--- src/hw/rtl/bcg_pkg.sv ---
// Shared types and constants for the circle rasterizer.
// No dependencies; used by every module of the block.

package bcg_pkg;

  localparam logic OP_START = 1'b0;
  localparam logic OP_STEP  = 1'b1;

  localparam int Q_DEPTH = 2;
  localparam int Q_AW    = 1;
  localparam int Q_CW    = 2;

  localparam int COLOR_BITS = 24;

  typedef enum logic [1:0] {
    MV_HORZ,
    MV_DIAG,
    MV_VERT
  } move_t;

  typedef enum logic [1:0] {
    QD_PXPY,
    QD_NXPY,
    QD_NXNY,
    QD_PXNY
  } quad_t;

  typedef struct packed {
    logic full;
    logic empty;
  } qstat_t;

endpackage

--- src/hw/rtl/bcg_front.sv ---
// Front end: accepts start and step beats, runs one Bresenham decision per step beat
// on an active circle and pushes each new point into the point queue. Depends on bcg_pkg.

module bcg_front #(
  parameter int COORD_BITS  = 12,
  parameter int RADIUS_BITS = 10
) (
  input  logic                                 clk,
  input  logic                                 rst_n,
  input  logic                                 in_push,
  output logic                                 in_full,
  input  logic                                 in_opcode,
  input  logic signed [COORD_BITS-1:0]         in_center_x,
  input  logic signed [COORD_BITS-1:0]         in_center_y,
  input  logic [RADIUS_BITS-1:0]               in_radius,
  input  logic [bcg_pkg::COLOR_BITS-1:0]       in_color,
  input  bcg_pkg::qstat_t                      qstat,
  output logic                                 q_push,
  output logic [2*COORD_BITS+2*(RADIUS_BITS+1)+bcg_pkg::COLOR_BITS:0] q_wdata
);

  localparam int OFS_BITS = RADIUS_BITS + 1;
  localparam int ERR_BITS = RADIUS_BITS + 4;
  localparam int D_BITS   = ERR_BITS + 2;

  logic                           active_r, active_nxt;
  logic [OFS_BITS-1:0]            ofs_x_r, ofs_x_nxt;
  logic [OFS_BITS-1:0]            ofs_y_r, ofs_y_nxt;
  logic [ERR_BITS-1:0]            err_r, err_nxt;
  logic [COORD_BITS-1:0]          cx_r, cx_nxt;
  logic [COORD_BITS-1:0]          cy_r, cy_nxt;
  logic [bcg_pkg::COLOR_BITS-1:0] color_r, color_nxt;

  logic                accept;
  logic                done;
  logic [D_BITS-1:0]   x_w, y_w, e_w;
  logic [D_BITS-1:0]   t_lo, t_hi;
  logic [D_BITS-1:0]   x_s, y_s, e_s;
  logic                t_lo_le0, t_hi_le0;
  bcg_pkg::move_t      move;

  assign in_full = qstat.full;
  assign accept  = in_push && !qstat.full;

  assign x_w  = {{(D_BITS-OFS_BITS){1'b0}}, ofs_x_r};
  assign y_w  = {{(D_BITS-OFS_BITS){1'b0}}, ofs_y_r};
  assign e_w  = {{(D_BITS-ERR_BITS){err_r[ERR_BITS-1]}}, err_r};
  assign t_lo = (e_w << 1) + (y_w << 1) - D_BITS'(1);
  assign t_hi = (e_w << 1) - (x_w << 1) - D_BITS'(1);
  assign t_lo_le0 = t_lo[D_BITS-1] || (t_lo == '0);
  assign t_hi_le0 = t_hi[D_BITS-1] || (t_hi == '0);

  always_comb begin
    if (err_r[ERR_BITS-1]) begin
      move = t_lo_le0 ? bcg_pkg::MV_HORZ : bcg_pkg::MV_DIAG;
    end else if (err_r != '0) begin
      move = t_hi_le0 ? bcg_pkg::MV_DIAG : bcg_pkg::MV_VERT;
    end else begin
      move = bcg_pkg::MV_DIAG;
    end
  end

  always_comb begin
    case (move)
      bcg_pkg::MV_HORZ: begin
        x_s = x_w + D_BITS'(1);
        y_s = y_w;
        e_s = e_w + (x_w << 1) + D_BITS'(3);
      end
      bcg_pkg::MV_DIAG: begin
        x_s = x_w + D_BITS'(1);
        y_s = y_w - D_BITS'(1);
        e_s = e_w + ((x_w - y_w) << 1) + D_BITS'(6);
      end
      bcg_pkg::MV_VERT: begin
        x_s = x_w;
        y_s = y_w - D_BITS'(1);
        e_s = e_w - (y_w << 1) + D_BITS'(3);
      end
      default: begin
        x_s = x_w;
        y_s = y_w;
        e_s = e_w;
      end
    endcase
  end

  always_comb begin
    active_nxt = active_r;
    ofs_x_nxt  = ofs_x_r;
    ofs_y_nxt  = ofs_y_r;
    err_nxt    = err_r;
    cx_nxt     = cx_r;
    cy_nxt     = cy_r;
    color_nxt  = color_r;
    q_push     = 1'b0;
    if (accept) begin
      if (in_opcode == bcg_pkg::OP_START) begin
        cx_nxt    = in_center_x;
        cy_nxt    = in_center_y;
        color_nxt = in_color;
        ofs_x_nxt = '0;
        ofs_y_nxt = {1'b0, in_radius};
        err_nxt   = ERR_BITS'(2) - {3'b000, in_radius, 1'b0};
        q_push    = 1'b1;
      end else if (active_r) begin
        ofs_x_nxt = x_s[OFS_BITS-1:0];
        ofs_y_nxt = y_s[OFS_BITS-1:0];
        err_nxt   = e_s[ERR_BITS-1:0];
        q_push    = 1'b1;
      end
    end
    done = (ofs_y_nxt == '0);
    if (q_push) begin
      active_nxt = !done;
    end
    q_wdata = {cx_nxt, cy_nxt, ofs_x_nxt, ofs_y_nxt, color_nxt, done};
  end

  always_ff @(posedge clk) begin
    if (!rst_n) begin
      active_r <= 1'b0;
    end else begin
      active_r <= active_nxt;
    end
  end

  always_ff @(posedge clk) begin
    ofs_x_r <= ofs_x_nxt;
    ofs_y_r <= ofs_y_nxt;
    err_r   <= err_nxt;
    cx_r    <= cx_nxt;
    cy_r    <= cy_nxt;
    color_r <= color_nxt;
  end

endmodule

--- src/hw/rtl/bcg_queue.sv ---
// Two-entry point queue between the front end and the pixel back end.
// Depends on bcg_pkg for depth constants and the status struct.

module bcg_queue #(
  parameter int WIDTH = 71
) (
  input  logic             clk,
  input  logic             rst_n,
  input  logic             push,
  input  logic [WIDTH-1:0] wdata,
  input  logic             pop,
  output logic [WIDTH-1:0] rdata,
  output bcg_pkg::qstat_t  qstat
);

  logic [WIDTH-1:0]          slot_r [bcg_pkg::Q_DEPTH];
  logic [bcg_pkg::Q_AW-1:0]  wr_ptr_r, wr_ptr_nxt;
  logic [bcg_pkg::Q_AW-1:0]  rd_ptr_r, rd_ptr_nxt;
  logic [bcg_pkg::Q_CW-1:0]  count_r, count_nxt;
  logic                      do_push, do_pop;

  assign qstat.full  = (count_r == bcg_pkg::Q_CW'(bcg_pkg::Q_DEPTH));
  assign qstat.empty = (count_r == '0);
  assign do_push     = push && !qstat.full;
  assign do_pop      = pop && !qstat.empty;
  assign rdata       = slot_r[rd_ptr_r];

  always_comb begin
    wr_ptr_nxt = do_push ? wr_ptr_r + 1'b1 : wr_ptr_r;
    rd_ptr_nxt = do_pop  ? rd_ptr_r + 1'b1 : rd_ptr_r;
    count_nxt  = count_r;
    if (do_push && !do_pop) begin
      count_nxt = count_r + 1'b1;
    end else if (do_pop && !do_push) begin
      count_nxt = count_r - 1'b1;
    end
  end

  always_ff @(posedge clk) begin
    if (!rst_n) begin
      wr_ptr_r <= '0;
      rd_ptr_r <= '0;
      count_r  <= '0;
    end else begin
      wr_ptr_r <= wr_ptr_nxt;
      rd_ptr_r <= rd_ptr_nxt;
      count_r  <= count_nxt;
    end
  end

  always_ff @(posedge clk) begin
    if (do_push) begin
      slot_r[wr_ptr_r] <= wdata;
    end
  end

endmodule

--- src/hw/rtl/bcg_back.sv ---
// Back end: mirrors each queued point into four pixels, one per beat,
// through a registered output stage. Depends on bcg_pkg.

module bcg_back #(
  parameter int COORD_BITS  = 12,
  parameter int RADIUS_BITS = 10
) (
  input  logic                                 clk,
  input  logic                                 rst_n,
  input  bcg_pkg::qstat_t                      qstat,
  input  logic [2*COORD_BITS+2*(RADIUS_BITS+1)+bcg_pkg::COLOR_BITS:0] q_rdata,
  output logic                                 q_pop,
  output logic                                 out_empty,
  input  logic                                 out_pop,
  output logic signed [COORD_BITS:0]           out_pixel_x,
  output logic signed [COORD_BITS:0]           out_pixel_y,
  output logic [bcg_pkg::COLOR_BITS-1:0]       out_pixel_color,
  output logic                                 out_last_of_point,
  output logic                                 out_circle_done
);

  localparam int OFS_BITS = RADIUS_BITS + 1;
  localparam int PIX_BITS = COORD_BITS + 1;
  localparam int S_BITS   = COORD_BITS + RADIUS_BITS + 2;
  localparam int COL_LO   = 1;
  localparam int Y_LO     = COL_LO + bcg_pkg::COLOR_BITS;
  localparam int X_LO     = Y_LO + OFS_BITS;
  localparam int CY_LO    = X_LO + OFS_BITS;
  localparam int CX_LO    = CY_LO + COORD_BITS;

  logic                           valid_r, valid_nxt;
  bcg_pkg::quad_t                 quad_r, quad_nxt;
  logic [PIX_BITS-1:0]            px_r, px_nxt;
  logic [PIX_BITS-1:0]            py_r, py_nxt;
  logic [bcg_pkg::COLOR_BITS-1:0] color_r;
  logic                           last_r, last_nxt;
  logic                           done_r;

  logic                   load;
  logic [COORD_BITS-1:0]  cx, cy;
  logic [OFS_BITS-1:0]    ox, oy;
  logic [S_BITS-1:0]      cx_s, cy_s, ox_s, oy_s;
  logic [S_BITS-1:0]      x_pos, x_neg, y_pos, y_neg;

  assign cx = q_rdata[CX_LO +: COORD_BITS];
  assign cy = q_rdata[CY_LO +: COORD_BITS];
  assign ox = q_rdata[X_LO +: OFS_BITS];
  assign oy = q_rdata[Y_LO +: OFS_BITS];

  assign cx_s  = {{(RADIUS_BITS+2){cx[COORD_BITS-1]}}, cx};
  assign cy_s  = {{(RADIUS_BITS+2){cy[COORD_BITS-1]}}, cy};
  assign ox_s  = {{(COORD_BITS+1){1'b0}}, ox};
  assign oy_s  = {{(COORD_BITS+1){1'b0}}, oy};
  assign x_pos = cx_s + ox_s;
  assign x_neg = cx_s - ox_s;
  assign y_pos = cy_s + oy_s;
  assign y_neg = cy_s - oy_s;

  assign load  = !qstat.empty && (!valid_r || out_pop);
  assign q_pop = load && (quad_r == bcg_pkg::QD_PXNY);

  always_comb begin
    case (quad_r)
      bcg_pkg::QD_PXPY: begin
        px_nxt   = x_pos[PIX_BITS-1:0];
        py_nxt   = y_pos[PIX_BITS-1:0];
        last_nxt = 1'b0;
        quad_nxt = bcg_pkg::QD_NXPY;
      end
      bcg_pkg::QD_NXPY: begin
        px_nxt   = x_neg[PIX_BITS-1:0];
        py_nxt   = y_pos[PIX_BITS-1:0];
        last_nxt = 1'b0;
        quad_nxt = bcg_pkg::QD_NXNY;
      end
      bcg_pkg::QD_NXNY: begin
        px_nxt   = x_neg[PIX_BITS-1:0];
        py_nxt   = y_neg[PIX_BITS-1:0];
        last_nxt = 1'b0;
        quad_nxt = bcg_pkg::QD_PXNY;
      end
      bcg_pkg::QD_PXNY: begin
        px_nxt   = x_pos[PIX_BITS-1:0];
        py_nxt   = y_neg[PIX_BITS-1:0];
        last_nxt = 1'b1;
        quad_nxt = bcg_pkg::QD_PXPY;
      end
      default: begin
        px_nxt   = x_pos[PIX_BITS-1:0];
        py_nxt   = y_pos[PIX_BITS-1:0];
        last_nxt = 1'b0;
        quad_nxt = bcg_pkg::QD_PXPY;
      end
    endcase
    if (load) begin
      valid_nxt = 1'b1;
    end else if (out_pop) begin
      valid_nxt = 1'b0;
    end else begin
      valid_nxt = valid_r;
    end
  end

  always_ff @(posedge clk) begin
    if (!rst_n) begin
      valid_r <= 1'b0;
      quad_r  <= bcg_pkg::QD_PXPY;
    end else begin
      valid_r <= valid_nxt;
      if (load) begin
        quad_r <= quad_nxt;
      end
    end
  end

  always_ff @(posedge clk) begin
    if (load) begin
      px_r    <= px_nxt;
      py_r    <= py_nxt;
      color_r <= q_rdata[COL_LO +: bcg_pkg::COLOR_BITS];
      last_r  <= last_nxt;
      done_r  <= q_rdata[0];
    end
  end

  assign out_empty         = !valid_r;
  assign out_pixel_x       = px_r;
  assign out_pixel_y       = py_r;
  assign out_pixel_color   = color_r;
  assign out_last_of_point = last_r;
  assign out_circle_done   = done_r;

endmodule

--- src/hw/rtl/bresenham_circle_generator_core.sv ---
// Bresenham circle rasterizer: front end, two-entry point queue, pixel back end.
// Path: a beat's point is written into the point queue, and its pixels then pass through
// the back-end output register. Throughput: set by the single output register of the back
// end, issuing one mirrored pixel per cycle while out_pop takes it; beats stall on in_full.
// Reset: synchronous, active low; clears to idle with queue and outputs empty.
// Depends on bcg_pkg, bcg_front, bcg_queue and bcg_back.

module bresenham_circle_generator_core #(
  parameter int COORD_BITS  = 12,
  parameter int RADIUS_BITS = 10
) (
  input  logic                                 clk,
  input  logic                                 rst_n,
  input  logic                                 in_push,
  output logic                                 in_full,
  input  logic                                 in_opcode,
  input  logic signed [COORD_BITS-1:0]         in_center_x,
  input  logic signed [COORD_BITS-1:0]         in_center_y,
  input  logic [RADIUS_BITS-1:0]               in_radius,
  input  logic [bcg_pkg::COLOR_BITS-1:0]       in_color,
  output logic                                 out_empty,
  input  logic                                 out_pop,
  output logic signed [COORD_BITS:0]           out_pixel_x,
  output logic signed [COORD_BITS:0]           out_pixel_y,
  output logic [bcg_pkg::COLOR_BITS-1:0]       out_pixel_color,
  output logic                                 out_last_of_point,
  output logic                                 out_circle_done
);

  localparam int REC_BITS = 2*COORD_BITS + 2*(RADIUS_BITS+1) + bcg_pkg::COLOR_BITS + 1;

  bcg_pkg::qstat_t       qstat;
  logic                  q_push, q_pop;
  logic [REC_BITS-1:0]   q_wdata, q_rdata;

  bcg_front #(
    .COORD_BITS  (COORD_BITS),
    .RADIUS_BITS (RADIUS_BITS)
  ) u_front (
    .clk         (clk),
    .rst_n       (rst_n),
    .in_push     (in_push),
    .in_full     (in_full),
    .in_opcode   (in_opcode),
    .in_center_x (in_center_x),
    .in_center_y (in_center_y),
    .in_radius   (in_radius),
    .in_color    (in_color),
    .qstat       (qstat),
    .q_push      (q_push),
    .q_wdata     (q_wdata)
  );

  bcg_queue #(
    .WIDTH (REC_BITS)
  ) u_queue (
    .clk   (clk),
    .rst_n (rst_n),
    .push  (q_push),
    .wdata (q_wdata),
    .pop   (q_pop),
    .rdata (q_rdata),
    .qstat (qstat)
  );

  bcg_back #(
    .COORD_BITS  (COORD_BITS),
    .RADIUS_BITS (RADIUS_BITS)
  ) u_back (
    .clk               (clk),
    .rst_n             (rst_n),
    .qstat             (qstat),
    .q_rdata           (q_rdata),
    .q_pop             (q_pop),
    .out_empty         (out_empty),
    .out_pop           (out_pop),
    .out_pixel_x       (out_pixel_x),
    .out_pixel_y       (out_pixel_y),
    .out_pixel_color   (out_pixel_color),
    .out_last_of_point (out_last_of_point),
    .out_circle_done   (out_circle_done)
  );

endmodule
--- config.mk ---
export PLATFORM = sky130hd
export DESIGN_NAME = bresenham_circle_generator_core
export DESIGN_NICKNAME = d
export VERILOG_FILES = /design/src/hw/rtl/bcg_pkg.sv /design/src/hw/rtl/bcg_front.sv /design/src/hw/rtl/bcg_queue.sv /design/src/hw/rtl/bcg_back.sv /design/src/hw/rtl/bresenham_circle_generator_core.sv
export SDC_FILE = /design/constraint.sdc
export NUM_CORES = 1
export LEC_CHECK = 0
export BUFFER_PORTS_ARGS = -buffer_cell sky130_fd_sc_hd__buf_2
export CAP_MARGIN = 20
export CORE_MARGIN = 8
export CORE_UTILIZATION = 65
export CTS_CLUSTER_DIAMETER = 60
export CTS_CLUSTER_SIZE = 30
export DETAILED_ROUTE_END_ITERATION = 7
export PLACE_DENSITY_LB_ADDON = 0.15
export SKIP_CTS_REPAIR_TIMING = 1
export SLEW_MARGIN = 10
export SYNTH_ARGS = -nofsm -noshare
export SYNTH_HDL_FRONTEND = slang
export SYNTH_SLANG_ARGS = --single-unit
--- constraint.sdc ---
create_clock -name clk -period 7.1 [get_ports clk]
set_input_delay 0.71 -clock clk [delete_from_list [all_inputs] [get_ports clk]]
set_output_delay 0.71 -clock clk [all_outputs]
set_load 0.1 [all_outputs]
# == Word level (Yosys, flattened, before mapping) ==
# Memories as Yosys holds them, arrays and structs flattened. A register that Yosys moved wholly into a read port is not among the register bits.
# Index checks and enable logic that the tools add are counted.
# word_totals
output_inout_bits,54
memories,1
word_cells,117
ram_bits,142
register_bits,144
in_bits,63
# op_classes
n_eq_ne,8
muxes,36
n_reduce_logical,33
addsub,22
# memory_table
memory,depth,word_bits,rd,rd_clocked_by_memory_dff,write_ports,line_no,source
u_queue.slot_r,2,71,1,1,1,bcg_queue.sv:16,logic [WIDTH-1:0] slot_r [bcg_pkg::Q_DEPTH];
# ops
op,n
$mux 11,8
$pmux 13 s2,2
$mux 12,4
$mux 24,2
$pmux 14 s3,1
$logic_not 16->1,2
$sub 16x1->16 const B,2
$add 14x2->14 const B,2
$mux 14,2
$add 12x12->13,2
$sub 12x12->13,2
$add 15x13->16,1
$sub 15x13->16,1
$add 14x13->14,1
$add 14x14->14,1
$add 14x3->14 const B,1
$reduce_bool 14->1,1
$sub 14x13->14,1
$reduce_or 2->1,6
$sub 11x11->12,1
$sub 2x11->12 const A,1
$add 11x1->11 const B,1
$logic_not 11->1,1
$sub 11x1->11 const B,1
18 further kinds,52

# == Depth between registers and ports, before layout ==
# Gate-level depths: netlist of run 1.
# depth
word_depth,15
ltp_mapped,21
ltp_nobuf,21

# == Modules after synthesis ==
# A second synthesis of run 1 with hierarchy kept.
# unflattened
cells_unflattened,1429
hier_area_um2,15735.1
# modules_own_cells
mod,area_each_um2,seq_area_each_um2,cells_each,instances
bcg_front,7036.7,1841.8,885,1
bcg_queue,5355.1,4364.2,246,1
bcg_back,3343.2,1621.6,298,1

# == Worst setup path after synthesis of run 1 ==
# Ideal clock, no wire load.
# synth_path
path_type,register to register
start,register u_queue.count_r[0] in the netlist's numbering
end,"memory u_queue.slot_r[0][0], enable pin"
path_buffers,1
setup_slack_ns,2.178
t_required_ns,6.598
stages_incl_launch_ff,7
setup_ns,0.502
t_arrival_ns,4.420
period_less_slack_ns,4.922
cell_sequence,dfxtp_1 -> nand2b_1 -> inv_2 -> nor2_4 -> buf_2 -> o21ai_1 -> nor2_1
# synth_between
elab_chain_len,7
# synth_lines
item,line_no,source
start: declaration,bcg_queue.sv:19,"logic [bcg_pkg::Q_CW-1:0] count_r, count_nxt;"
start signal: assignment,bcg_queue.sv:47,count_r <= count_nxt;
$eq 2x2->1 *,bcg_queue.sv:22,assign qstat.full = (count_r == bcg_pkg::Q_CW'(bcg_pkg::Q_DEPTH));
named net in_full,bresenham_circle_generator_core.sv:15,"output logic in_full,"
$logic_not 1->1 *,"bcg_front.sv:43, bcg_queue.sv:24",
$logic_and 1x1->1,bcg_front.sv:43,assign accept = in_push && !qstat.full;
$mux 1,bcg_front.sv:97,if (accept) begin
$logic_and 1x1->1 *,bcg_queue.sv:24,assign do_push = push && !qstat.full;
$mux 1 *,bcg_queue.sv:52,if (do_push) begin
$mux 1 (not written as such) *,bcg_queue.sv:53,slot_r[wr_ptr_r] <= wdata;
end: declaration,bcg_queue.sv:16,
# The timed path passes the listed nets; every way through them passes the cells marked *.

# == Worst setup path after layout of run 1 ==
# layout_path
start,register u_front.err_r[8]
end,memory u_queue.slot_r[0][43] (data pin)
# layout_between
elab_chain_len,13
word_cells_on_any_way,20
cone_classes,add/sub (4); eq/ne (1); mux (8); reduce/logical (7)
# layout_lines
item,line_no,source
start: declaration,bcg_front.sv:29,"logic [ERR_BITS-1:0] err_r, err_nxt;"
start signal: assignment,bcg_front.sv:131,err_r <= err_nxt;
$sub 15x13->16,bcg_front.sv:49,assign t_hi = (e_w << 1) - (x_w << 1) - D_BITS'(1);
$sub 16x1->16,bcg_front.sv:49,
$logic_not 16->1,bcg_front.sv:51,assign t_hi_le0 = t_hi[D_BITS-1] || (t_hi == '0);
$logic_or 1x1->1,bcg_front.sv:51,
$mux 2,bcg_front.sv:57,move = t_hi_le0 ? bcg_pkg::MV_DIAG : bcg_pkg::MV_VERT;
$mux 2,bcg_front.sv:56,end else if (err_r != '0) begin
$mux 2 *,bcg_front.sv:54,if (err_r[ERR_BITS-1]) begin
$eq 2x1->1 / $logic_not 2->1 (equally long branches),bcg_front.sv:64,case (move)
$reduce_or 2->1 (no line) *,--,
$mux 11 *,--,
$mux 11 *,bcg_front.sv:106,end else if (active_r) begin
$mux 11 *,bcg_front.sv:98,if (in_opcode == bcg_pkg::OP_START) begin
$mux 11 *,bcg_front.sv:97,
named net q_wdata[43],bresenham_circle_generator_core.sv:34,"logic [REC_BITS-1:0] q_wdata, q_rdata;"
# Marks and branches as above.

==> metrics.txt, run 1 <==
# TYPE chip_impl_metric gauge
chip_impl_metric{name="number_of_global_route_vias_before_repair",unit=""} 10630
chip_impl_metric{name="ratio_of_total_power_to_cell_area",unit="nW/um^2"} 350.3
chip_impl_metric{name="drt-pass1-iter-count",unit=""} 5
chip_impl_metric{name="core",unit="sq um"} 23400
chip_impl_metric{name="count_of_h_tree_levels_built_during_cts",unit=""} 1
chip_impl_metric{name="max-clock-path-buffers",unit=""} 3
chip_impl_metric{name="syn2layout_area_growth",unit="%"} 10.31
chip_impl_metric{name="period_minus_slack",unit="ns"} 4.905
chip_impl_metric{name="clock-sinks",unit=""} 287
chip_impl_metric{name="antenna_found_initial",unit=""} 0
chip_impl_metric{name="clk-insertion-delay-late",unit="ns"} 0.53
chip_impl_metric{name="sequential_area_share_after_synthesis",unit="%"} 50.59
chip_impl_metric{name="gpl.final_weighted_congestion",unit=""} 0.9943
chip_impl_info{name="postSynth.topFlopCell",value="sky130_fd_sc_hd__edfxtp_1"} 1
chip_impl_metric{name="port_buffers",unit=""} 116
chip_impl_metric{name="timing.critical_path.fanout_max",unit=""} 15
chip_impl_metric{name="dpl.hpwl",unit="um"} 25330
chip_impl_metric{name="synth_fp_nets",unit=""} 1629
chip_impl_metric{name="post_synth_inst_count",unit=""} 1411
chip_impl_metric{name="grt_first_pass_wirelength",unit="um"} 55590
chip_impl_metric{name="post-place-cells",unit=""} 1822
chip_impl_metric{name="max-vdd-ir-drop",unit="V"} 0.0002860
chip_impl_metric{name="die_area",unit="sq um"} 29000
chip_impl_metric{name="final_cell_count_no_fill",unit=""} 1856
chip_impl_metric{name="placed_cell_area",unit="sq um"} 16390
chip_impl_metric{name="num_cts_buffers",unit=""} 19
chip_impl_metric{name="route.antenna.remaining_nets",unit=""} 0
chip_impl_metric{name="routedWlPerCell",unit="um"} 18.73
chip_impl_metric{name="netlist-cell-type-count",unit=""} 73
chip_impl_metric{name="cp_data_required_time",unit="ns"} 7.35
chip_impl_metric{name="routed_wirelength",unit="um"} 34770
chip_impl_metric{name="tightest_slew",unit="ns"} 0.8531
chip_impl_metric{name="synth_largest_type_area_fraction",unit="%"} 40.37
chip_impl_metric{name="grt_remaining_overflow",unit=""} 0
chip_impl_metric{name="synth.cell_area",unit="sq um"} 15470
chip_impl_info{name="clock_tree_from_tritoncts",value="done"} 1
chip_impl_metric{name="post_route_cells_drive_above_1_share",unit="%"} 15.42
chip_impl_info{name="clock-root-buffer",value="sky130_fd_sc_hd__clkbuf_16"} 1
chip_impl_metric{name="final-hold-violation-count",unit=""} 0
chip_impl_metric{name="synth.ff_latch_count",unit=""} 287
chip_impl_metric{name="grtUsageTotal",unit="%"} 24.06
chip_impl_metric{name="fp-row-count",unit=""} 56
chip_impl_metric{name="fp.dieH",unit="um"} 170.3
chip_impl_metric{name="ff_to_ff_path_depth",unit=""} 19
chip_impl_info{name="post-synth-top-count-cell",value="sky130_fd_sc_hd__edfxtp_1"} 1
chip_impl_metric{name="layout_worst_path_cycle_share",unit="%"} 69.08
chip_impl_metric{name="layout.cell_area.non_filler",unit="sq um"} 17070
chip_impl_info{name="worstSetupStartpointType",value="flip-flop"} 1
chip_impl_metric{name="floorplan.initialDensity",unit="%"} 66.12
chip_impl_metric{name="maximum_number_of_pins_on_one_net_before_global_route_repair",unit=""} 61
chip_impl_info{name="outcome",value="finished, final reports clean"} 1
chip_impl_metric{name="setup_tns",unit="ns"} 0
chip_impl_metric{name="report.final.slew_viol_count",unit=""} 0
chip_impl_info{name="post_synth_most_frequent_cells",value="208 x sky130_fd_sc_hd__edfxtp_1, 197 x sky130_fd_sc_hd__nand2_1, 149 x sky130_fd_sc_hd__ha_1"} 1
chip_impl_metric{name="timing.clock.skew",unit="ns"} 0.02939
chip_impl_info{name="grt_setup_unrepaired",value="false"} 1
chip_impl_info{name="synth_top_cells_by_area",value="sky130_fd_sc_hd__edfxtp_1 40%, sky130_fd_sc_hd__ha_1 12%, sky130_fd_sc_hd__dfxtp_1 10%"} 1
chip_impl_info{name="post-synth-top-area-cell",value="sky130_fd_sc_hd__edfxtp_1"} 1
chip_impl_metric{name="ys.warnings.count",unit=""} 0
chip_impl_metric{name="synthesis.area_per_instance",unit="sq um"} 10.97
chip_impl_metric{name="max-cap-violations",unit=""} 0
chip_impl_metric{name="cts_clk_pin_slew_worst_paths",unit="ns"} 0.10
chip_impl_metric{name="setup_viol",unit=""} 0
chip_impl_metric{name="pin_count",unit=""} 117
chip_impl_metric{name="worst-endpoint-arrival",unit="ns"} 5.15
chip_impl_metric{name="worst_hold_path.num_cells",unit=""} 3
chip_impl_metric{name="detail_route.iter0.violations",unit=""} 759
chip_impl_metric{name="fmax",unit="MHz"} 203.9
chip_impl_metric{name="synth_enable_flop_cells",unit=""} 208
chip_impl_metric{name="drc_violation_count_after_routing",unit=""} 0
chip_impl_info{name="category_of_the_most_critical_setup_path",value="reg -> reg"} 1
chip_impl_metric{name="synth-async-reset-ratio",unit="%"} 0
chip_impl_metric{name="nFillCells",unit=""} 1699
chip_impl_metric{name="area.sequential",unit="sq um"} 7831
chip_impl_metric{name="final_nets",unit=""} 1742
chip_impl_metric{name="timing.slew.headroom",unit="%"} 42.74
chip_impl_metric{name="vias",unit=""} 10830
chip_impl_info{name="critical_path.endpoint_type",value="flip-flop"} 1
chip_impl_metric{name="antennaDiodeCount",unit=""} 0
chip_impl_metric{name="leakagePower",unit="uW"} 0.007064
chip_impl_metric{name="multi_input_gate_area_in_the_final_layout",unit="sq um"} 7088
chip_impl_metric{name="finalPower",unit="uW"} 5979
chip_impl_metric{name="via_per_inst",unit=""} 5.833
chip_impl_info{name="hold_path.class",value="in -> reg"} 1
chip_impl_metric{name="fp.dieW",unit="um"} 170.3
## power breakdown
group | internal (uW) | switching, uW | total [uW]
logic | 863 | 1690 | 2550
clock network | 586 | 623 | 1210
registers | 2110 | 106 | 2220
total | 3560 | 2420 | 5980
## cells by family (layout without fill, tap and decap cells)
kind of cell	count (synthesis)	count (layout)	share of synthesized area, %
flops	287	287	50.59
mux	79	79	5.539
buf+inv	142	268	3.752
fa+ha+maj	155	155	12.82
simple gates	429	429	12.65
xor+xnor	90	90	5.094
compound gates	229	229	9.558
## worst max-delay path, stage by stage, from the launching register on
cell	delay, ns
sky130_fd_sc_hd__edfxtp_1	0.52
sky130_fd_sc_hd__inv_1	0.08
sky130_fd_sc_hd__ha_1	0.28
sky130_fd_sc_hd__inv_1	0.04
sky130_fd_sc_hd__ha_1	0.27
sky130_fd_sc_hd__o21a_1	0.12
sky130_fd_sc_hd__o21ai_1	0.06
sky130_fd_sc_hd__nand2b_1	0.07
sky130_fd_sc_hd__a21oi_1	0.06
sky130_fd_sc_hd__or4b_2	0.62
sky130_fd_sc_hd__a21oi_1	0.24
sky130_fd_sc_hd__o41a_1	0.18
sky130_fd_sc_hd__ha_1	0.58
sky130_fd_sc_hd__o21ai_0	0.24
sky130_fd_sc_hd__nor2_1	0.31
sky130_fd_sc_hd__nand2_1	0.10
sky130_fd_sc_hd__nor3_1	0.45
sky130_fd_sc_hd__nand3_1	0.16
sky130_fd_sc_hd__xnor2_1	0.18
sky130_fd_sc_hd__nor2_1	0.09
## per-layer routing
layer,GRT usage (%),vias up,wire (um)
li1,-,5284,-
met1,31.62,5161,15260
met2,41.57,325,16760
met3,3.035,56,1986
met4,6.217,0,757
met5,0,-,0
## worst paths after layout
check | startpoint | to | slack, ns
max | u_front.err_r[8] | u_queue.slot_r[0][43] | 2.20
min | in_color[9] | u_front.color_r[9] | 0.40
max reg2reg | u_front.err_r[8] | u_queue.slot_r[0][43] | 2.20
min reg2reg | u_front.cy_r[10] | u_front.cy_r[10] | 0.46
## final cells by class
cell class,count,share of cell area [%]
Sequential cell,287,45.88
Clock inverter,14,1.114
Timing Repair Buffer,125,3.797
Tap cell,319,2.338
Multi-Input combinational cell,982,41.53
Clock buffer,20,2.866
Inverter,109,2.478
## cell usage in the layout (no fill, tap or decap), types with 5 or more instances in the layout
master	synthesis	routed
sky130_fd_sc_hd__a211oi_1	8	8
sky130_fd_sc_hd__a21o_1	9	9
sky130_fd_sc_hd__a21oi_1	70	70
sky130_fd_sc_hd__a221oi_1	7	7
sky130_fd_sc_hd__a31oi_1	15	15
sky130_fd_sc_hd__and3_1	10	10
sky130_fd_sc_hd__buf_2	9	116
sky130_fd_sc_hd__buf_4	2	9
sky130_fd_sc_hd__clkbuf_16	0	19
sky130_fd_sc_hd__dfxtp_1	79	78
sky130_fd_sc_hd__edfxtp_1	208	208
sky130_fd_sc_hd__fa_1	6	6
sky130_fd_sc_hd__ha_1	149	149
sky130_fd_sc_hd__inv_1	106	106
sky130_fd_sc_hd__inv_6	0	5
sky130_fd_sc_hd__mux2_2	53	53
sky130_fd_sc_hd__mux2i_1	26	26
sky130_fd_sc_hd__nand2_1	197	197
sky130_fd_sc_hd__nand2b_1	13	13
sky130_fd_sc_hd__nand3_1	25	25
sky130_fd_sc_hd__nor2_1	90	87
sky130_fd_sc_hd__nor2b_1	16	16
sky130_fd_sc_hd__nor3_1	32	32
sky130_fd_sc_hd__nor4_1	9	9
sky130_fd_sc_hd__o211ai_1	8	8
sky130_fd_sc_hd__o21a_1	16	16
sky130_fd_sc_hd__o21ai_0	20	20
sky130_fd_sc_hd__o21ai_1	26	26
sky130_fd_sc_hd__o21bai_1	5	5
sky130_fd_sc_hd__o22ai_1	5	5
sky130_fd_sc_hd__or2_2	6	6
sky130_fd_sc_hd__or3_1	8	8
sky130_fd_sc_hd__xnor2_1	57	57
sky130_fd_sc_hd__xor2_1	33	33
## stage by stage
| step | setup WS (ns) | hold slack [ns] | utilization [%] |
|---|---|---|---|
| floorplan | 2.178 | 0.4295 | - |
| global placement | 2.394 | 0.4388 | 70.03 |
| detailed placement | 2.220 | 0.4528 | 70.03 |
| CTS | 2.193 | 0.3816 | 72.94 |
| global route | 1.909 | 0.4002 | 72.94 |
| finish | 2.195 | 0.4005 | 72.94 |
## registers in the layout, indices dropped and copies added, names as in the netlist, 11 cells and up, named ones only
name and count:
u_front.cx_r 12, u_back.out_pixel_x 13, u_front.ofs_y_r 11, u_queue.slot_r 142
u_back.out_pixel_color 24, u_front.ofs_x_r 11, u_front.cy_r 12, u_front.err_r 14
u_back.out_pixel_y 13, u_front.color_r 24
Power figures use the tool's default switching activity.
==> inputs of run 2 (changes only) <==
- CORE_UTILIZATION: 65 -> 61
- clock period: 7.1 -> 4.89 ns (I/O delays scaled with it)
==> run 2 against run 1 <==
Effect of this change:
- final cell count increased by 1.5%
- die area increased by 5.9%
- clock power increased by 66%
- clock skew decreased by 0.0065 ns
- largest cell class unchanged
- total power increased by 49%
- worst setup slack got worse by 1.9 ns
- critical path depth increased by 1
- first-iteration DRC count increased by 9.0%
- utilization decreased by 3.7 points
- register-to-register slack got worse by 1.9 ns
- sequential share of layout area decreased by 0.71 points
==> metrics.txt, run 2 (synthesized netlist as in run 1, its figures left out) <==
# TYPE chip_impl_metric gauge
chip_impl_metric{name="timing.slew.headroom",unit="%"} 43.17
chip_impl_metric{name="port_buffers",unit=""} 116
chip_impl_metric{name="max-cap-violations",unit=""} 0
chip_impl_info{name="commonest_non_fill_non_tap_cell_in_the_layout",value="sky130_fd_sc_hd__edfxtp_1"} 1
chip_impl_info{name="grt_setup_unrepaired",value="false"} 1
chip_impl_metric{name="fmax",unit="MHz"} 218.5
chip_impl_metric{name="ff_to_ff_path_depth",unit=""} 20
chip_impl_metric{name="drt-pass1-iter-count",unit=""} 7
chip_impl_metric{name="num_cts_buffers",unit=""} 22
chip_impl_info{name="clock_tree_from_tritoncts",value="done"} 1
chip_impl_metric{name="largest_register_ff_count",unit=""} 142
chip_impl_metric{name="grt_first_pass_wirelength",unit="um"} 55060
chip_impl_metric{name="fp.dieH",unit="um"} 175.3
chip_impl_metric{name="cts_clk_pin_slew_worst_paths",unit="ns"} 0.10
chip_impl_info{name="outcome",value="finished, final reports clean"} 1
chip_impl_metric{name="post_route_cells_drive_above_1_share",unit="%"} 16.16
chip_impl_metric{name="detail_route.iter0.violations",unit=""} 827
chip_impl_metric{name="worst-r2r-setup-slack",unit="ns"} 0.31
chip_impl_metric{name="finalHoldWorstSlack",unit="ns"} 0.1678
chip_impl_metric{name="via_per_inst",unit=""} 5.673
chip_impl_metric{name="period_minus_slack",unit="ns"} 4.576
chip_impl_metric{name="tightest_slew",unit="ns"} 0.8504
chip_impl_info{name="hold_path.class",value="in -> reg"} 1
chip_impl_metric{name="grtUsageTotal",unit="%"} 22.09
chip_impl_metric{name="setup_tns",unit="ns"} 0
chip_impl_metric{name="vias",unit=""} 10680
chip_impl_metric{name="floorplan.initialDensity",unit="%"} 61.80
chip_impl_info{name="worstSetupEndpoint",value="u_front.active_r"} 1
chip_impl_metric{name="nFillCells",unit=""} 1853
chip_impl_metric{name="pin_count",unit=""} 117
chip_impl_metric{name="timing.critical_path.fanout_max",unit=""} 7
chip_impl_metric{name="layout_worst_path_cycle_share",unit="%"} 93.59
chip_impl_metric{name="routedWlPerCell",unit="um"} 18.24
chip_impl_metric{name="max-clock-path-buffers",unit=""} 3
chip_impl_metric{name="die_area",unit="sq um"} 30720
chip_impl_metric{name="final-hold-violation-count",unit=""} 0
chip_impl_metric{name="count_of_h_tree_levels_built_during_cts",unit=""} 1
chip_impl_info{name="worstReg2RegEnd",value="u_front.active_r"} 1
chip_impl_metric{name="drc_violation_count_after_routing",unit=""} 0
chip_impl_info{name="most-common-layout-cells",value="208 x sky130_fd_sc_hd__edfxtp_1, 197 x sky130_fd_sc_hd__nand2_1, 149 x sky130_fd_sc_hd__ha_1, 116 x sky130_fd_sc_hd__buf_2, 106 x sky130_fd_sc_hd__inv_1"} 1
chip_impl_metric{name="antennaDiodeCount",unit=""} 0
chip_impl_info{name="worstSetupStartpointType",value="flip-flop"} 1
chip_impl_metric{name="area.sequential",unit="sq um"} 7831
chip_impl_info{name="startpoint",value="u_front.ofs_y_r[2]"} 1
chip_impl_metric{name="fp-row-count",unit=""} 58
chip_impl_metric{name="routed_wirelength",unit="um"} 34340
chip_impl_info{name="category_of_the_most_critical_setup_path",value="reg -> reg"} 1
chip_impl_metric{name="worst-endpoint-arrival",unit="ns"} 5.03
chip_impl_metric{name="antenna_found_initial",unit=""} 0
chip_impl_metric{name="number_of_global_route_vias_before_repair",unit=""} 10650
chip_impl_metric{name="grt_remaining_overflow",unit=""} 0
chip_impl_metric{name="ratio_of_total_power_to_cell_area",unit="nW/um^2"} 513.3
chip_impl_metric{name="cp_data_required_time",unit="ns"} 5.35
chip_impl_metric{name="fp.dieW",unit="um"} 175.3
chip_impl_metric{name="dpl.hpwl",unit="um"} 25090
chip_impl_info{name="largest-register",value="u_queue.slot_r"} 1
chip_impl_metric{name="gpl.final_weighted_congestion",unit=""} 0.9248
chip_impl_info{name="clock-root-buffer",value="sky130_fd_sc_hd__clkbuf_16"} 1
chip_impl_metric{name="setup_viol",unit=""} 0
chip_impl_metric{name="route.antenna.remaining_nets",unit=""} 0
chip_impl_metric{name="max-vdd-ir-drop",unit="V"} 0.0003619
chip_impl_metric{name="clock-sinks",unit=""} 287
chip_impl_metric{name="multi_input_gate_area_in_the_final_layout",unit="sq um"} 7088
chip_impl_metric{name="timing.clock.skew",unit="ns"} 0.02292
chip_impl_info{name="critical_path.endpoint_type",value="flip-flop"} 1
chip_impl_metric{name="clk-insertion-delay-late",unit="ns"} 0.54
chip_impl_metric{name="core",unit="sq um"} 25040
chip_impl_metric{name="final_nets",unit=""} 1755
chip_impl_info{name="worstReg2RegStart",value="u_front.ofs_y_r[2]"} 1
chip_impl_metric{name="syn2layout_area_growth",unit="%"} 12.05
chip_impl_metric{name="leakagePower",unit="uW"} 0.007185
chip_impl_metric{name="maximum_number_of_pins_on_one_net_before_global_route_repair",unit=""} 56
chip_impl_metric{name="report.final.slew_viol_count",unit=""} 0
## run 2: final cells by class
cell class / instances / share of cell area, %
Multi-Input combinational cell: 982 / 40.88
Sequential cell: 287 / 45.17
Tap cell: 330 / 2.381
Clock buffer: 23 / 3.197
Timing Repair Buffer: 135 / 4.171
Inverter: 109 / 2.439
Clock inverter: 17 / 1.761
## run 2: layer usage
metal / up-vias / part of all wire, % / GRT usage [%] / wire length [um]
met5: - / 0 / 0 / 0
met4: 0 / 2.7 / 7.029 / 944
met3: 62 / 5.7 / 3.092 / 1955
met2: 298 / 46 / 36.87 / 15970
met1: 5026 / 45 / 29.42 / 15470
li1: 5297 / - / - / -
## run 2: critical path, stage by stage, from the launching register on
cell                       delay (ns)
sky130_fd_sc_hd__dfxtp_1         0.40
sky130_fd_sc_hd__inv_1           0.17
sky130_fd_sc_hd__ha_1            0.32
sky130_fd_sc_hd__inv_1           0.04
sky130_fd_sc_hd__ha_1            0.27
sky130_fd_sc_hd__nor3b_1         0.14
sky130_fd_sc_hd__o21a_1          0.16
sky130_fd_sc_hd__o21a_1          0.17
sky130_fd_sc_hd__o21a_1          0.17
sky130_fd_sc_hd__o21ai_1         0.12
sky130_fd_sc_hd__a21oi_1         0.10
sky130_fd_sc_hd__o41a_1          0.37
sky130_fd_sc_hd__ha_1            0.31
sky130_fd_sc_hd__and2b_4         0.29
sky130_fd_sc_hd__and4_1          0.37
sky130_fd_sc_hd__nand4_1         0.15
sky130_fd_sc_hd__mux2i_1         0.14
sky130_fd_sc_hd__a21oi_1         0.30
sky130_fd_sc_hd__nor3_1          0.11
sky130_fd_sc_hd__and4_4          0.22
sky130_fd_sc_hd__a221oi_2        0.19
## run 2: through the flow
stage               util [%]  setup WS, ns  cells  cell area [sq um]  power (uW)
global placement       65.82        0.4770   1843              16480        6816
CTS                    69.25        0.3452   1883              17340        8913
detailed placement     65.82        0.3729   1843              16480        6901
finish                 69.25        0.3137   1883              17340        8900
global route           69.25      0.006024   1883              17340        9417
floorplan                  -        0.1952   1411              15480        6143
## run 2: worst min-delay path by stage
stage / start / endpoint / slack, ns / depth (start not counted)
6_report: in_color[17] / u_front.color_r[17] / 0.17 / 3
5_1_grt: in_color[17] / u_front.color_r[17] / 0.15 / 3
4_1_cts: in_color[17] / u_front.color_r[17] / 0.15 / 3
3_5_place_dp: u_front.color_r[11] / u_front.color_r[11] / 0.45 / 2
3_3_place_gp: u_front.color_r[22] / u_front.color_r[22] / 0.44 / 2
2_1_floorplan: u_front.color_r[0] / u_front.color_r[0] / 0.43 / 2
## run 2: power by group
part           leakage, uW  switching [uW]  internal, uW
registers          0.00261             148          3070
logic              0.00418            2420          1260
clock network     0.000402            1060           953
==> inputs of run 3 (changes only) <==
- CELL_PAD_IN_SITES_DETAIL_PLACEMENT: default -> 0
- CELL_PAD_IN_SITES_GLOBAL_PLACEMENT: default -> 1
- CORE_UTILIZATION: 61 -> 49
==> run 3 against run 2 <==
Effect of this change:
- routed wire length up 3.3%
- flip-flop and latch count did not move
- utilization decreased by 13 points
==> metrics.txt, run 3 (synthesized netlist as in run 1, its figures left out) <==
# TYPE chip_impl_metric gauge
chip_impl_info{name="grt_setup_unrepaired",value="false"} 1
chip_impl_metric{name="routed_wirelength",unit="um"} 35460
chip_impl_metric{name="setup_tns",unit="ns"} 0
chip_impl_metric{name="layout_worst_path_cycle_share",unit="%"} 93.11
chip_impl_metric{name="gpl.final_weighted_congestion",unit=""} 0.9302
chip_impl_metric{name="core",unit="sq um"} 31310
chip_impl_metric{name="ratio_of_total_power_to_cell_area",unit="nW/um^2"} 515.6
chip_impl_metric{name="max-vdd-ir-drop",unit="V"} 0.0002895
chip_impl_info{name="largest-register",value="u_queue.slot_r"} 1
chip_impl_metric{name="worst-endpoint-arrival",unit="ns"} 5.00
chip_impl_metric{name="grt_first_pass_wirelength",unit="um"} 56080
chip_impl_info{name="worstSetupStartpointType",value="flip-flop"} 1
chip_impl_info{name="outcome",value="finished, final reports clean"} 1
chip_impl_metric{name="cp_data_required_time",unit="ns"} 5.33
chip_impl_metric{name="fp-row-count",unit=""} 65
chip_impl_metric{name="post-place-cells",unit=""} 1919
chip_impl_info{name="min-delay-start",value="in_color[21]"} 1
chip_impl_metric{name="clk-insertion-delay-late",unit="ns"} 0.55
chip_impl_metric{name="grtUsageTotal",unit="%"} 18.28
chip_impl_metric{name="maximum_number_of_pins_on_one_net_before_global_route_repair",unit=""} 61
chip_impl_metric{name="leakagePower",unit="uW"} 0.007246
chip_impl_metric{name="clock-sinks",unit=""} 287
chip_impl_metric{name="largest_register_ff_count",unit=""} 142
chip_impl_metric{name="tightest_slew",unit="ns"} 0.8684
chip_impl_metric{name="post_route_cells_drive_above_1_share",unit="%"} 16.85
chip_impl_metric{name="final_nets",unit=""} 1762
chip_impl_metric{name="floorplan.initialDensity",unit="%"} 49.42
chip_impl_metric{name="vias",unit=""} 10480
chip_impl_metric{name="routedWlPerCell",unit="um"} 18.06
chip_impl_metric{name="max-cap-violations",unit=""} 0
chip_impl_metric{name="pin_count",unit=""} 117
chip_impl_metric{name="grt_remaining_overflow",unit=""} 0
chip_impl_metric{name="dpl.hpwl",unit="um"} 26420
chip_impl_metric{name="timing.critical_path.fanout_max",unit=""} 7
chip_impl_metric{name="timing.slew.headroom",unit="%"} 41.97
chip_impl_metric{name="count_of_h_tree_levels_built_during_cts",unit=""} 1
chip_impl_metric{name="port_buffers",unit=""} 116
chip_impl_metric{name="setup_viol",unit=""} 0
chip_impl_metric{name="die_area",unit="sq um"} 37520
chip_impl_metric{name="fmax",unit="MHz"} 219.6
chip_impl_metric{name="detail_route.iter0.violations",unit=""} 447
chip_impl_metric{name="max-clock-path-buffers",unit=""} 3
chip_impl_metric{name="timing.clock.skew",unit="ns"} 0.03023
chip_impl_info{name="category_of_the_most_critical_setup_path",value="reg -> reg"} 1
chip_impl_metric{name="cts_clk_pin_slew_worst_paths",unit="ns"} 0.09
chip_impl_metric{name="antennaDiodeCount",unit=""} 0
chip_impl_metric{name="number_of_global_route_vias_before_repair",unit=""} 10440
chip_impl_metric{name="fp.dieH",unit="um"} 193.7
chip_impl_info{name="most-common-layout-cells",value="208 x sky130_fd_sc_hd__edfxtp_1, 197 x sky130_fd_sc_hd__nand2_1, 149 x sky130_fd_sc_hd__ha_1, 116 x sky130_fd_sc_hd__buf_2, 106 x sky130_fd_sc_hd__inv_1"} 1
chip_impl_info{name="startpoint",value="u_front.ofs_y_r[8]"} 1
chip_impl_metric{name="report.final.slew_viol_count",unit=""} 0
chip_impl_info{name="clock-root-buffer",value="sky130_fd_sc_hd__clkbuf_16"} 1
chip_impl_metric{name="drt-pass1-iter-count",unit=""} 5
chip_impl_info{name="hold_path.class",value="in -> reg"} 1
chip_impl_metric{name="final_cell_count_no_fill",unit=""} 1963
chip_impl_metric{name="worst-r2r-setup-slack",unit="ns"} 0.34
chip_impl_metric{name="antenna_found_initial",unit=""} 0
chip_impl_metric{name="period_minus_slack",unit="ns"} 4.553
chip_impl_info{name="clock_tree_from_tritoncts",value="done"} 1
chip_impl_metric{name="num_cts_buffers",unit=""} 23
chip_impl_metric{name="via_per_inst",unit=""} 5.339
chip_impl_metric{name="final-hold-violation-count",unit=""} 0
chip_impl_metric{name="syn2layout_area_growth",unit="%"} 13.41
chip_impl_info{name="worstReg2RegStart",value="u_front.ofs_y_r[8]"} 1
chip_impl_info{name="commonest_non_fill_non_tap_cell_in_the_layout",value="sky130_fd_sc_hd__edfxtp_1"} 1
chip_impl_metric{name="nFillCells",unit=""} 2723
chip_impl_info{name="critical_path.endpoint_type",value="flip-flop"} 1
chip_impl_metric{name="route.antenna.remaining_nets",unit=""} 0
chip_impl_metric{name="drc_violation_count_after_routing",unit=""} 0
chip_impl_metric{name="fp.dieW",unit="um"} 193.7
chip_impl_metric{name="finalHoldWorstSlack",unit="ns"} 0.1617
## run 3: changes by cell type in the layout (fill, tap and decap cells not counted), moves of 2 or more
cell                        change
sky130_fd_sc_hd__buf_12         +2
sky130_fd_sc_hd__buf_4          +4
sky130_fd_sc_hd__bufinv_16      +2
sky130_fd_sc_hd__clkinv_16      -2
sky130_fd_sc_hd__inv_12         -3
sky130_fd_sc_hd__inv_6          +2
## run 3: worst paths after layout
check                        endpoint  depth (start not counted)
setup / recovery     u_front.active_r                         20
hold / removal    u_front.color_r[21]                          3
setup reg to reg     u_front.active_r                         20
hold reg to reg       u_front.cx_r[4]                          2
## run 3: metal layers
| metal | GRT usage, % | share of wire (%) |
|---|---|---|
| met2 | 31.29 | 47 |
| met3 | 3.193 | 4.5 |
| met1 | 23.74 | 46 |
| met4 | 4.561 | 2.1 |
| met5 | 0 | 0 |
## run 3: cell type report
| class | count | area (sq um) | share of cell area (%) |
|---|---|---|---|
| inverters | 109 | 422.9 | 2.410 |
| multi-input cells | 982 | 7093 | 40.42 |
| clock buffers | 23 | 575.6 | 3.280 |
| flip-flops and latches | 287 | 7831 | 44.63 |
| well taps | 402 | 503.0 | 2.866 |
| clock inverters | 19 | 329.1 | 1.875 |
| repair buffers | 141 | 793.3 | 4.520 |
## run 3: through the flow
stage	utilization, %	worst slack [ns]	cell area, sq um	power, uW
final	56.04	0.3372	17550	9047
after detailed placement	53.09	0.2649	16620	6973
after global placement	53.09	0.3794	16620	6937
after global routing	56.04	0.01478	17550	9612
after CTS	55.98	0.2219	17530	9116
after floorplan	-	0.1952	15480	6143
## run 3: power by group
group | switching, uW | leakage, uW | total, uW | internal [uW]
combinational | 2430 | 0.00421 | 3710 | 1270
clock | 1050 | 0.000427 | 2120 | 1070
sequential | 147 | 0.00261 | 3220 | 3070
## run 3: worst max-delay path, cell delays in order, from the launching register on
cell	delay (ns)
sky130_fd_sc_hd__dfxtp_1	0.44
sky130_fd_sc_hd__inv_1	0.14
sky130_fd_sc_hd__ha_1	0.30
sky130_fd_sc_hd__inv_1	0.04
sky130_fd_sc_hd__ha_1	0.26
sky130_fd_sc_hd__o21a_1	0.13
sky130_fd_sc_hd__o21ai_1	0.05
sky130_fd_sc_hd__nand2b_1	0.06
sky130_fd_sc_hd__a21oi_1	0.06
sky130_fd_sc_hd__or4b_2	0.63
sky130_fd_sc_hd__a21oi_1	0.19
sky130_fd_sc_hd__o41a_1	0.20
sky130_fd_sc_hd__ha_1	0.27
sky130_fd_sc_hd__and2b_4	0.29
sky130_fd_sc_hd__and4_2	0.33
sky130_fd_sc_hd__a31oi_1	0.11
sky130_fd_sc_hd__a311oi_1	0.27
sky130_fd_sc_hd__a221o_1	0.20
sky130_fd_sc_hd__nor3_1	0.07
sky130_fd_sc_hd__and4_4	0.21
sky130_fd_sc_hd__a221oi_2	0.21
